===== src/hdl/abre_pkg.sv =====
// Package for the banked register file and exception entry block.
// Holds the action codes, mode codes, queue entry type and helper functions.
// No dependencies.
`timescale 1ns / 1ps
`default_nettype none
package abre_pkg;

	localparam int unsigned QueueDepth = 2;

	typedef enum logic [2:0] {
		ACT_READ_REG  = 3'd0,
		ACT_WRITE_REG = 3'd1,
		ACT_SWITCH    = 3'd2,
		ACT_EXCEPTION = 3'd3,
		ACT_READ_SPSR = 3'd4,
		ACT_WRITE_SPSR = 3'd5,
		ACT_CONDITION = 3'd6,
		ACT_WRITE_CPSR = 3'd7
	} action_t;

	localparam logic [4:0] MODE_FIQ = 5'h11;
	localparam logic [4:0] MODE_IRQ = 5'h12;
	localparam logic [4:0] MODE_SVC = 5'h13;
	localparam logic [4:0] MODE_ABT = 5'h17;
	localparam logic [4:0] MODE_UND = 5'h1B;

	localparam logic [2:0] FIQ_BANK  = 3'd0;
	localparam logic [2:0] IRQ_BANK  = 3'd1;
	localparam logic [2:0] SVC_BANK  = 3'd2;
	localparam logic [2:0] ABT_BANK  = 3'd3;
	localparam logic [2:0] UND_BANK  = 3'd4;
	localparam logic [2:0] BANK_NONE = 3'd5;

	localparam logic [1:0] EXC_IRQ       = 2'd0;
	localparam logic [1:0] EXC_SWI_ARM   = 2'd1;
	localparam logic [1:0] EXC_SWI_THUMB = 2'd2;
	localparam logic [1:0] EXC_UNDEF     = 2'd3;

	localparam logic [31:0] CPSR_RESET = 32'h0000_00D3;
	localparam logic [31:0] VEC_IRQ    = 32'h0000_0018;
	localparam logic [31:0] VEC_SWI    = 32'h0000_0008;
	localparam logic [31:0] VEC_UNDEF  = 32'h0000_0004;

	// One classified item as it travels from the front to the back part.
	typedef struct packed {
		action_t     action;
		logic [3:0]  reg_index;
		logic [31:0] write_data;
		logic [4:0]  next_mode;
		logic [1:0]  exception_kind;
		logic [3:0]  condition;
	} item_t;

	function automatic logic [2:0] bank_of(input logic [4:0] mode);
		logic [2:0] b;
		unique case (mode)
			MODE_FIQ: b = FIQ_BANK;
			MODE_IRQ: b = IRQ_BANK;
			MODE_SVC: b = SVC_BANK;
			MODE_ABT: b = ABT_BANK;
			MODE_UND: b = UND_BANK;
			default:  b = BANK_NONE;
		endcase
		return b;
	endfunction

	function automatic logic cond_holds(input logic [3:0] cond, input logic [3:0] f,
			input logic v5);
		logic n, z, c, v, r;
		n = f[3];
		z = f[2];
		c = f[1];
		v = f[0];
		unique case (cond)
			4'd0:  r = z;
			4'd1:  r = !z;
			4'd2:  r = c;
			4'd3:  r = !c;
			4'd4:  r = n;
			4'd5:  r = !n;
			4'd6:  r = v;
			4'd7:  r = !v;
			4'd8:  r = c && !z;
			4'd9:  r = !c || z;
			4'd10: r = n == v;
			4'd11: r = n != v;
			4'd12: r = !z && (n == v);
			4'd13: r = z || (n != v);
			4'd14: r = 1'b1;
			default: r = v5;
		endcase
		return r;
	endfunction

endpackage
`default_nettype wire


===== src/hdl/abre_front.sv =====
// Front part: accepts items and holds them in a short queue for the back part.
// Depends on abre_pkg.
`timescale 1ns / 1ps
`default_nettype none
module abre_front #(
	parameter int unsigned DEPTH = abre_pkg::QueueDepth
) (
	input  wire logic            clk,
	input  wire logic            arst_n,
	input  wire logic            push,
	output logic                 full,
	input  wire abre_pkg::item_t in_item,
	output logic                 item_valid,
	output abre_pkg::item_t      item,
	input  wire logic            item_take
);
	localparam int unsigned PW = (DEPTH > 1) ? $clog2(DEPTH) : 1;

	abre_pkg::item_t   slot_q [DEPTH];
	logic [PW-1:0]     wr_q, rd_q;
	logic [PW:0]       cnt_q;
	logic              do_push, do_pop;

	assign full       = (cnt_q == (PW+1)'(DEPTH));
	assign item_valid = (cnt_q != '0);
	assign item       = slot_q[rd_q];
	assign do_push    = push && !full;
	assign do_pop     = item_take && item_valid;

	always_ff @(posedge clk) begin
		if (do_push) begin
			slot_q[wr_q] <= in_item;
		end
	end

	always_ff @(posedge clk or negedge arst_n) begin
		if (!arst_n) begin
			wr_q  <= '0;
			rd_q  <= '0;
			cnt_q <= '0;
		end else begin
			if (do_push) begin
				wr_q <= (wr_q == PW'(DEPTH - 1)) ? '0 : wr_q + 1'b1;
			end
			if (do_pop) begin
				rd_q <= (rd_q == PW'(DEPTH - 1)) ? '0 : rd_q + 1'b1;
			end
			cnt_q <= cnt_q + (PW+1)'(do_push) - (PW+1)'(do_pop);
		end
	end
endmodule
`default_nettype wire


===== src/hdl/abre_back.sv =====
// Back part: register file, banks, status words and exception entry.
// Executes one item per cycle, while its result is empty or popped, into a result register. Depends on abre_pkg.
`timescale 1ns / 1ps
`default_nettype none
module abre_back (
	input  wire logic            clk,
	input  wire logic            arst_n,
	input  wire logic            arch_v5,
	input  wire logic [31:0]     exception_base,
	input  wire logic            item_valid,
	input  wire abre_pkg::item_t item,
	output logic                 item_take,
	output logic                 empty,
	input  wire logic            pop,
	output logic [31:0]          read_data,
	output logic                 condition_pass,
	output logic                 spsr_present,
	output logic                 redirect,
	output logic [31:0]          fetch_address,
	output logic [31:0]          cpsr_value
);
	logic [31:0] vis_q  [16];
	logic [31:0] fiq_q  [7];
	logic [31:0] r13_q  [5];
	logic [31:0] r14_q  [5];
	logic [31:0] spsr_q [5];
	logic [31:0] cpsr_q;
	logic        res_valid_q;

	logic [31:0] vis_d  [16];
	logic [31:0] fiq_d  [7];
	logic [31:0] r13_d  [5];
	logic [31:0] r14_d  [5];
	logic [31:0] spsr_d [5];
	logic [31:0] cpsr_d;
	logic [31:0] rd_d, fetch_d;
	logic        pass_d, redir_d;
	logic        do_switch;
	logic [4:0]  sw_mode;
	logic [2:0]  cur_bank, new_bank, spsr_bank, tgt_bank;
	logic [31:0] lr, vec, pc, fetch_sum;
	logic [4:0]  tgt_mode;

	assign item_take = item_valid && (!res_valid_q || pop);
	assign empty     = !res_valid_q;

	always_comb begin
		vis_d  = vis_q;
		fiq_d  = fiq_q;
		r13_d  = r13_q;
		r14_d  = r14_q;
		spsr_d = spsr_q;
		cpsr_d = cpsr_q;
		rd_d = '0;
		fetch_d = '0;
		pass_d = 1'b0;
		redir_d = 1'b0;
		do_switch = 1'b0;
		sw_mode = item.next_mode;
		pc = vis_q[15];
		lr = pc - 32'd4;
		vec = abre_pkg::VEC_SWI;
		tgt_mode = abre_pkg::MODE_SVC;
		fetch_sum = '0;
		spsr_bank = abre_pkg::bank_of(cpsr_q[4:0]);
		tgt_bank = abre_pkg::BANK_NONE;
		cur_bank = abre_pkg::bank_of(cpsr_q[4:0]);
		new_bank = abre_pkg::BANK_NONE;
		unique case (item.action)
			abre_pkg::ACT_READ_REG:  rd_d = vis_q[item.reg_index];
			abre_pkg::ACT_WRITE_REG: vis_d[item.reg_index] = item.write_data;
			abre_pkg::ACT_SWITCH: begin
				do_switch = 1'b1;
				sw_mode = item.next_mode;
			end
			abre_pkg::ACT_EXCEPTION: begin
				if (!(item.exception_kind == abre_pkg::EXC_IRQ && cpsr_q[7])) begin
					case (item.exception_kind)
						abre_pkg::EXC_IRQ: begin
							tgt_mode = abre_pkg::MODE_IRQ;
							vec = abre_pkg::VEC_IRQ;
							lr = cpsr_q[5] ? pc : pc - 32'd4;
						end
						abre_pkg::EXC_UNDEF: begin
							tgt_mode = abre_pkg::MODE_UND;
							vec = abre_pkg::VEC_UNDEF;
						end
						abre_pkg::EXC_SWI_THUMB: lr = pc - 32'd2;
						default: ;
					endcase
					do_switch = 1'b1;
					sw_mode = tgt_mode;
					redir_d = 1'b1;
					fetch_sum = (arch_v5 ? exception_base : 32'd0) + vec;
					fetch_d = {fetch_sum[31:2], 2'b00};
				end
			end
			abre_pkg::ACT_READ_SPSR: begin
				if (spsr_bank != abre_pkg::BANK_NONE) begin
					rd_d = spsr_q[spsr_bank];
				end
			end
			abre_pkg::ACT_WRITE_SPSR: begin
				if (spsr_bank != abre_pkg::BANK_NONE) begin
					spsr_d[spsr_bank] = item.write_data;
				end
			end
			abre_pkg::ACT_CONDITION:
				pass_d = abre_pkg::cond_holds(item.condition, cpsr_q[31:28], arch_v5);
			default: begin
				do_switch = 1'b1;
				sw_mode = item.write_data[4:0];
			end
		endcase

		// The bank swap is self-inverse: undo the current mode, apply the new one.
		if (do_switch && sw_mode != cpsr_q[4:0]) begin
			new_bank = abre_pkg::bank_of(sw_mode);
			if (cur_bank == abre_pkg::FIQ_BANK) begin
				for (int i = 0; i < 7; i++) begin
					vis_d[8+i] = fiq_q[i];
					fiq_d[i]   = vis_q[8+i];
				end
			end else if (cur_bank != abre_pkg::BANK_NONE) begin
				vis_d[13] = r13_q[cur_bank];
				vis_d[14] = r14_q[cur_bank];
				r13_d[cur_bank] = vis_q[13];
				r14_d[cur_bank] = vis_q[14];
			end
			// Banks of distinct modes are disjoint, so the second swap reads the
			// bank's stored copy and the visible copy after the first swap.
			if (new_bank == abre_pkg::FIQ_BANK) begin
				for (int i = 0; i < 7; i++) begin
					fiq_d[i]   = vis_d[8+i];
					vis_d[8+i] = fiq_q[i];
				end
			end else if (new_bank != abre_pkg::BANK_NONE) begin
				r13_d[new_bank] = vis_d[13];
				r14_d[new_bank] = vis_d[14];
				vis_d[13] = r13_q[new_bank];
				vis_d[14] = r14_q[new_bank];
			end
			cpsr_d[4:0] = sw_mode;
		end

		if (redir_d) begin
			tgt_bank = abre_pkg::bank_of(tgt_mode);
			spsr_d[tgt_bank] = cpsr_q;
			cpsr_d[7] = 1'b1;
			if (item.exception_kind == abre_pkg::EXC_IRQ ||
					item.exception_kind == abre_pkg::EXC_SWI_THUMB) begin
				cpsr_d[5] = 1'b0;
			end
			vis_d[14] = lr;
			vis_d[15] = fetch_d + 32'd8;
		end
		if (item.action == abre_pkg::ACT_WRITE_CPSR) begin
			cpsr_d = item.write_data;
		end
	end

	always_ff @(posedge clk or negedge arst_n) begin
		if (!arst_n) begin
			for (int i = 0; i < 16; i++) vis_q[i] <= '0;
			for (int i = 0; i < 7; i++) fiq_q[i] <= '0;
			for (int i = 0; i < 5; i++) begin
				r13_q[i]  <= '0;
				r14_q[i]  <= '0;
				spsr_q[i] <= '0;
			end
			cpsr_q      <= abre_pkg::CPSR_RESET;
			res_valid_q <= 1'b0;
		end else begin
			if (item_take) begin
				vis_q  <= vis_d;
				fiq_q  <= fiq_d;
				r13_q  <= r13_d;
				r14_q  <= r14_d;
				spsr_q <= spsr_d;
				cpsr_q <= cpsr_d;
				res_valid_q <= 1'b1;
			end else if (pop) begin
				res_valid_q <= 1'b0;
			end
		end
	end

	always_ff @(posedge clk) begin
		if (item_take) begin
			read_data      <= rd_d;
			condition_pass <= pass_d;
			spsr_present   <= (abre_pkg::bank_of(cpsr_d[4:0]) != abre_pkg::BANK_NONE);
			redirect       <= redir_d;
			fetch_address  <= fetch_d;
			cpsr_value     <= cpsr_d;
		end
	end
endmodule
`default_nettype wire


===== src/hdl/arm_banked_regs_exception_entry_core.sv =====
// Top level: banked register file with exception entry, queue-style ports.
// Depends on abre_pkg, abre_front and abre_back.
//
//   channel  handshake         payload
//   input    push / full       action reg_index write_data next_mode exception_kind condition
//   result   empty / pop       read_data condition_pass spsr_present redirect fetch_address
//                              cpsr_value
//   config   APB psel/penable  paddr pwdata prdata pready
//
// Each item passes through the front queue and is executed by the back part into
// the result registers; one item per cycle is sustained while results are popped.
// Reset sets the CPSR to supervisor mode with I and F set and clears the general, banked, SPSR and config registers.
// A pending result that is not popped stalls the back part; the front queue of
// two entries then fills and raises full.
`timescale 1ns / 1ps
`default_nettype none
module arm_banked_regs_exception_entry_core #(
	parameter int unsigned QUEUE_DEPTH = abre_pkg::QueueDepth
) (
	input  wire logic        clk,
	input  wire logic        arst_n,
	input  wire logic        push,
	output logic             full,
	input  wire logic [2:0]  action,
	input  wire logic [3:0]  reg_index,
	input  wire logic [31:0] write_data,
	input  wire logic [4:0]  next_mode,
	input  wire logic [1:0]  exception_kind,
	input  wire logic [3:0]  condition,
	output logic             empty,
	input  wire logic        pop,
	output logic [31:0]      read_data,
	output logic             condition_pass,
	output logic             spsr_present,
	output logic             redirect,
	output logic [31:0]      fetch_address,
	output logic [31:0]      cpsr_value,
	input  wire logic        psel,
	input  wire logic        penable,
	input  wire logic        pwrite,
	input  wire logic [2:0]  paddr,
	input  wire logic [31:0] pwdata,
	output logic [31:0]      prdata,
	output logic             pready
);
	localparam logic [2:0] ADDR_ARCH = 3'h0;
	localparam logic [2:0] ADDR_BASE = 3'h4;

	logic            arch_v5_q;
	logic [31:0]     base_q;
	abre_pkg::item_t in_item, q_item;
	logic            q_valid, q_take;

	assign pready = 1'b1;

	always_ff @(posedge clk or negedge arst_n) begin
		if (!arst_n) begin
			arch_v5_q <= 1'b0;
			base_q    <= '0;
		end else if (psel && penable && pwrite) begin
			if (paddr == ADDR_ARCH) begin
				arch_v5_q <= pwdata[0];
			end else if (paddr == ADDR_BASE) begin
				base_q <= pwdata;
			end
		end
	end

	always_comb begin
		unique case (paddr)
			ADDR_ARCH: prdata = {31'd0, arch_v5_q};
			ADDR_BASE: prdata = base_q;
			default:   prdata = '0;
		endcase
	end

	always_comb begin
		in_item.action         = abre_pkg::action_t'(action);
		in_item.reg_index      = reg_index;
		in_item.write_data     = write_data;
		in_item.next_mode      = next_mode;
		in_item.exception_kind = exception_kind;
		in_item.condition      = condition;
	end

	abre_front #(.DEPTH(QUEUE_DEPTH)) u_front (
		.clk        (clk),
		.arst_n     (arst_n),
		.push       (push),
		.full       (full),
		.in_item    (in_item),
		.item_valid (q_valid),
		.item       (q_item),
		.item_take  (q_take)
	);

	abre_back u_back (
		.clk            (clk),
		.arst_n         (arst_n),
		.arch_v5        (arch_v5_q),
		.exception_base (base_q),
		.item_valid     (q_valid),
		.item           (q_item),
		.item_take      (q_take),
		.empty          (empty),
		.pop            (pop),
		.read_data      (read_data),
		.condition_pass (condition_pass),
		.spsr_present   (spsr_present),
		.redirect       (redirect),
		.fetch_address  (fetch_address),
		.cpsr_value     (cpsr_value)
	);
endmodule
`default_nettype wire


===== config.mk =====
export PLATFORM = sky130hd
export DESIGN_NAME = arm_banked_regs_exception_entry_core
export DESIGN_NICKNAME = d
export VERILOG_FILES = /design/src/hdl/abre_pkg.sv /design/src/hdl/abre_front.sv /design/src/hdl/abre_back.sv /design/src/hdl/arm_banked_regs_exception_entry_core.sv
export SDC_FILE = /design/constraint.sdc
export NUM_CORES = 2
export LEC_CHECK = 0
export BUFFER_PORTS_ARGS = -buffer_cell sky130_fd_sc_hd__buf_2
export CAP_MARGIN = 5
export CORE_MARGIN = 3
export CORE_UTILIZATION = 48
export CTS_BUF_LIST = sky130_fd_sc_hd__clkbuf_4
export CTS_CLUSTER_SIZE = 25
export DETAILED_ROUTE_END_ITERATION = 8
export SYNTH_ARGS = -nofsm -noshare
export SYNTH_HDL_FRONTEND = slang
export SYNTH_SLANG_ARGS = --single-unit

===== constraint.sdc =====
create_clock -name clk -period 5.95 [get_ports clk]
set_input_delay 0.595 -clock clk [delete_from_list [all_inputs] [get_ports clk]]
set_output_delay 0.595 -clock clk [all_outputs]
set_load 0.01 [all_outputs]

# After elaboration in Yosys (flattened, before gate mapping)
# Memory sizes are Yosys's and may differ from the RTL's.
# Cells that the tools add are included.
# totals
reg_bits	1385
ram_bits	100
inputBits	92
output_inout_bits	134
word_cells	263
memories	1
# classes
n_addsub	8
order_cmp	8
eq_ne	51
muxes	98
bitwise_logic	5
reduce_logical	41
# mem_list
memory	words	word_bits	rd	rd_clocked_by_memory_dff	wr	line	rtl
u_front.slot_q	2	50	1	0	1	abre_front.sv:19	abre_pkg::item_t slot_q [DEPTH];
# op_table
op	n
160-bit 2-to-1 mux	15
160-bit bitwise mux	6
32-bit 2-to-1 mux	26
224-bit 2-to-1 mux	3
512-bit bitwise mux	1
32-bit binary-select mux with 3-bit select	5
64-bit 2-to-1 mux	6
32-bit demux with 3-bit select	3
256-bit 2-to-1 mux	1
32-bit one-hot mux with 2 select lines	3
32-bit binary-select mux with 4-bit select	1
32-bit demux with 4-bit select	1
5-bit equality test, second input constant	20
3-bit one-hot mux with 5 select lines	4
32-bit adder	1
32-bit by 4-bit adder with 32-bit output, second input constant	1
32-bit by 2-bit subtractor with 32-bit output, second input constant	1
32-bit by 3-bit subtractor with 32-bit output, second input constant	1
4-bit equality test, second input constant	7
5-bit 2-to-1 mux	4
5-bit one-hot mux with 2 select lines	2
4-bit by 3-bit equality test with 1-bit output, second input constant	4
3-bit equality test, second input constant	5
1-bit one-hot mux with 15 select lines	1
other kinds (34)	89

# Depth between registers and ports, before layout
# An unclocked memory read counts as a cell.
# depth
depth_word	16
ltp_mapped	23
depth_no_buf	15

# By module
# A second synthesis with hierarchy kept.
# unflattened
hier_cells	7686
hier_area_um2	75899.0
# modules_own_cells
mod	instances	cells_each	area_each_um2	seq_area_each_um2
abre_back	1	7400	70326.2	32572.5
abre_front	1	174	4066.4	3103.0
arm_banked_regs_exception_entry_core	1	112	1506.4	825.8

# Worst setup path after synthesis
# Ideal clock, no wire load.
# synth_path
kind	input to register
from	input port pop
to	register u_front.cnt_q[1]
setup_ns	0.080
arrival_time_ns	5.432
required_ns	5.870
setup_slack_ns	0.438
path_stages	11
n_path_buf	3
cell_sequence	nand2b_1 > o21ai_0 > inv_2 > clkbuf_1 > clkbuf_1 > clkbuf_1 > ha_1 > inv_1 > ha_1 > xnor2_1 > xnor2_1
# synth_via
elab_chain_len	4
# synth_lines
element	line	rtl
start, declared	arm_banked_regs_exception_entry_core.sv:31	input wire logic pop,
1-bit logical OR	abre_back.sv:44	assign item_take = item_valid && (!res_valid_q || pop);
1-bit logical AND	abre_back.sv:44	
named net q_take	arm_banked_regs_exception_entry_core.sv:52	logic q_valid, q_take;
1-bit logical AND	abre_front.sv:28	assign do_pop = item_take && item_valid;
2-bit by 1-bit subtractor with 2-bit output	abre_front.sv:48	cnt_q <= cnt_q + (PW+1)'(do_push) - (PW+1)'(do_pop);
end signal, assigned	abre_front.sv:48	
end, declared	abre_front.sv:21	logic [PW:0] cnt_q;
# The timed path passes the listed nets, and every way through them passes these cells.
# A chain may end at the register's enable or synchronous reset.

# Worst setup path in the final report
# layout_path
from	register u_front.rd_q
to	register u_back.fiq_q[104] (netlist name)
# layout_via
elab_chain_len	11
elab_cells_between_ends	40
cone_classes	order compare: 2; eq/ne: 13; mux: 13; bitwise: 1; reduce/logical: 10; memory: 1
# layout_lines
element	line	rtl
start, declared	abre_front.sv:20	logic [PW-1:0] wr_q, rd_q;
start signal, assigned	abre_front.sv:46	rd_q <= (rd_q == PW'(DEPTH - 1)) ? '0 : rd_q + 1'b1;
memory 2 x 50 bit *	-	
2-bit equality test / 2-bit zero test (equally long branches)	abre_back.sv:78, abre_back.sv:77	
4-bit one-hot mux with 2 select lines / 1-bit logical AND (equally long branches)	abre_back.sv:78, abre_back.sv:77	
5-bit 2-to-1 mux	abre_back.sv:77	if (!(item.exception_kind == abre_pkg::EXC_IRQ && cpsr_q[7])) begin
5-bit one-hot mux with 2 select lines	abre_back.sv:69	unique case (item.action)
5-bit equality test	abre_pkg.sv:56	unique case (mode)
3-bit one-hot mux with 5 select lines	abre_pkg.sv:56	
3-bit 2-to-1 mux	abre_back.sv:117	if (do_switch && sw_mode != cpsr_q[4:0]) begin
3-bit zero test	abre_back.sv:132	if (new_bank == abre_pkg::FIQ_BANK) begin
2-bit nonzero test (no line)	-	
3-bit AND reduction (no line)	-	
end signal, assigned	abre_back.sv:176	fiq_q <= fiq_d;
end, declared	abre_back.sv:23	logic [31:0] fiq_q [7];
# Every way passes the cells marked *; elsewhere a longest branch is shown, timed or not. The select of a mux whose other input is x is not followed.

==> results.py <==
metrics = {
    "worst_setup_path": {
        "crit_path_max_incr_delay_ns": 0.74,
        "path_delay_family": "simple AND/OR/NAND/NOR gates",
        "required_ns": 7.12,
        "critPathCaptureType": "register",
        "cp.arrival_ns": 6.45,
        "cp_cell_sequence": "buf_12 > mux2i_1 > a2bb2oi_1 > o21ai_2 > xor2_1 > o21ai_4 > nor2_4 > nand3_4 > buf_12 > o22ai_1 > a21oi_1",
        "crit_fanout": 80,
        "crit_top_cell": "buf_12",
        "crit_path_start_kind": "register",
        "crit_buf_inv": 2,
        "path_class": "register to register",
        "slowest_stage": "dfrtp_4",
    },
    "status": {
        "violations": "design-rule violations",
        "outcome": "complete, but fails checks",
    },
    "clocking": {
        "cts_resized": 0,
        "cts_tree": "done",
        "ctsLongestPathBuffers": 4,
        "cts.sinks": 1419,
        "holdBufCountCts": 203,
        "clock_tree.root_cell": "clkbuf_4",
        "cts-buffers-inserted": 405,
        "post-cts-setup-buffers": 0,
        "h-tree-depth": 5,
        "cts.clk_slew.worst_paths_ns": 0.07,
        "clk_latency_ns": 1.42,
    },
    "synth": {
        "synth_most_common_cell": "dfrtp_1",
        "yosysSeqAreaShare": 0.4827,
        "netlist_area_um2": 75610,
        "synth_flop_cell": "dfrtp_1",
        "ys_top_cells_by_count": "1,217 x dfrtp_1, 1,194 x a21oi_1, 1,111 x nor2_1, 965 x o22ai_1, 920 x nand2_1",
        "ys_warn_count": 0,
        "synth_area_leaders": "dfrtp_1 40%, o22ai_1 8.0%, a21oi_1 7.9%",
        "yosys.area.top_type": "dfrtp_1",
        "synth_top_area_frac": 0.4028,
        "async_flop_share": 0.8612,
        "syn_area_per_cell_um2": 8.848,
        "ys_ff_latch": 1419,
        "synth_cell_types": 102,
        "syn-instance-count": 8546,
        "synth_edf_count": 197,
    },
    "grt": {
        "gr-total-overflow": 0,
        "antenna_found_initial": 31,
        "grt_usage": 0.3994,
        "grt_first_pass_wirelength_um": 485900,
        "grt_pass1_vias": 71520,
        "grt_max_degree": 167,
    },
    "timing": {
        "maxSlewHeadroom": 0.1154,
        "max_freq_mhz": 189.4,
        "period_needed_ns": 5.280,
        "hold_ws_ns": 0.1603,
        "rsz0062_at_grt": "no",
        "setup_tns_ns": 0,
        "slew_viol_final": 0,
        "min_period_over_period": 0.8874,
        "tightest_slew_ns": 1.327,
        "hold_violations": 0,
        "fin_skew_ns": 0.1287,
        "setup_viol": 0,
    },
    "routing": {
        "antenna_left": 0,
        "wl_per_cell_um": 30.17,
        "drt-total-wl_um": 334900,
        "drt-initial-drc-count": 11900,
        "route.detailed.drc": 13,
        "via_count": 76030,
        "drt_pass1_iterations": 9,
        "vias_per_cell": 6.847,
    },
    "floorplanning": {
        "start_util": 0.4835,
        "coreArea_um2": 156400,
        "num_rows": 145,
        "die_y_um": 402.9,
        "die_w_um": 402.9,
        "ios": 226,
        "die_area_um2": 162300,
    },
    "layout": {
        "area_growth_pct": 13.74,
        "drive_above_1_share": 0.1577,
        "nNetsFinal": 8845,
        "post-route-util": 0.5499,
    },
    "job": {
        "max_cap_violations": 0,
    },
    "place": {
        "hpwl_um": 195000,
        "gp_congestion": 1.015,
        "port_buffers": 222,
    },
    "min_path": {
        "hold_class": "primary input to register",
    },
    "pwr": {
        "power_leakage_nw": 35.06,
        "max-vdd-ir-drop_mv": 0.5475,
        "cellPowerDensity_nw_per_um2": 598.8,
    },
}
layer usage:
layer,track usage,part of all wire,vias up
met3,0.1516,0.14,1147
met4,0.2366,0.065,18
met2,0.5547,0.41,5494
li1,-,-,32250
met5,0.007434,0.00079,-
met1,0.5280,0.38,37120
layout make-up:
cell class | instances | area, um^2
inverters | 36 | 142.6
multi-input cells | 6168 | 35900
well taps | 2058 | 2575
fillers | 14350 | 70390
clock inverters | 85 | 410.4
clock buffers | 596 | 4474
diodes | 28 | 70.07
repair buffers | 713 | 5921
flip-flops and latches | 1419 | 36510
stage by stage:
stage / power, mW / std cells / setup WS, ns / cell area (um^2)
global placement: 40.58 / 10190 / 0.9064 / 78960
CTS: 50.37 / 11070 / 0.7969 / 85890
detailed placement: 41.03 / 10190 / 0.8977 / 78960
global route: 53.73 / 11090 / 0.4153 / 85960
floorplan: 31.09 / 8547 / 0.4379 / 75620
finish: 51.50 / 11100 / 0.6702 / 86000
path summary, 6_finish.rpt:
| path | start | endpoint | slack [ns] | cells after the start |
|---|---|---|---|---|
| max in group asynchronous | arst_n | u_back.spsr_q[18] | 4.46 | 4 |
| worst min register to register | u_back.spsr_q[158] | u_back.spsr_q[158] | 0.48 | 2 |
| worst max register to register | u_front.rd_q | u_back.fiq_q[104] | 0.67 | 11 |
| worst min-delay path | penable | base_q[0] | 0.16 | 4 |
| worst max-delay path | u_front.rd_q | u_back.fiq_q[104] | 0.67 | 11 |
| min in group asynchronous | arst_n | u_back.vis_q[248] | 0.60 | 4 |
report_power, final:
group | leakage (nW) | switching, mW | internal (mW)
clock network | 2.96 | 4.46 | 4.66
registers | 17.1 | 3.77 | 13.8
logic | 15.0 | 16.7 | 8.18
worst min-delay path, delay by kind of cell:
family / cells / cell delay [ns]
buffers and inverters: 2 / 0.39
multiplexers: 1 / 0.27
AND/OR/NAND/NOR: 1 / 0.20
logic make-up (layout without fill, tap and decap cells):
family	count (synthesis)	count (layout)	synth area share
compound gates	3312	3312	0.2781
simple gates	2512	2512	0.1396
flops	1419	1419	0.4827
buf+inv	960	1430	0.05333
mux	246	246	0.03450
xor+xnor	85	85	0.009846
fa+ha+maj	10	10	0.001754
other cells	2	31	0.00009932
sequential cells by signal, indices dropped and copies added, names as in the netlist:
name,cells
u_back.spsr_q,160
u_back.cpsr_q,32
u_back.cpsr_value,32
u_back.condition_pass,1
arch_v5_q,1
u_front.wr_q,1
u_back.fetch_address,30
u_back.read_data,32
base_q,32
u_back.fiq_q,224
u_front.cnt_q,2
u_front.rd_q,1
u_back.res_valid_q,1
u_back.redirect,1
u_back.r13_q,128
u_back.pc,32
u_back.vis_q,480
u_front.slot_q,100
u_back.spsr_present,1
u_back.r14_q,128
layout by cell type, fill, tap and decap left out, types with 19 or more instances in the layout:
cell type and instances:
nand2_1 914, clkbuf_4 597, o2111ai_2 30, a22oi_1 270, mux2i_1 102, nor2_4 19
o211ai_1 23, dlygate4sd3_1 202, nand3_1 167, mux2i_4 37, o22a_1 161, a2111oi_0 30
o21ai_1 34, a31oi_1 93, or3_1 19, xor2_1 38, inv_1 33, o41ai_1 32
dfrtp_1 1216, diode_2 28, nor3_1 47, a21oi_1 1186, o22ai_1 965, o21ai_0 193
a222oi_1 55, nor2_1 1091, buf_12 46, a311oi_1 89, and2_1 48, xnor2_1 47
mux2_2 104, buf_4 241, and3_1 75, edfxtp_1 197, buf_2 221, clkinv_1 65
(Power assumes the default switching activity.)
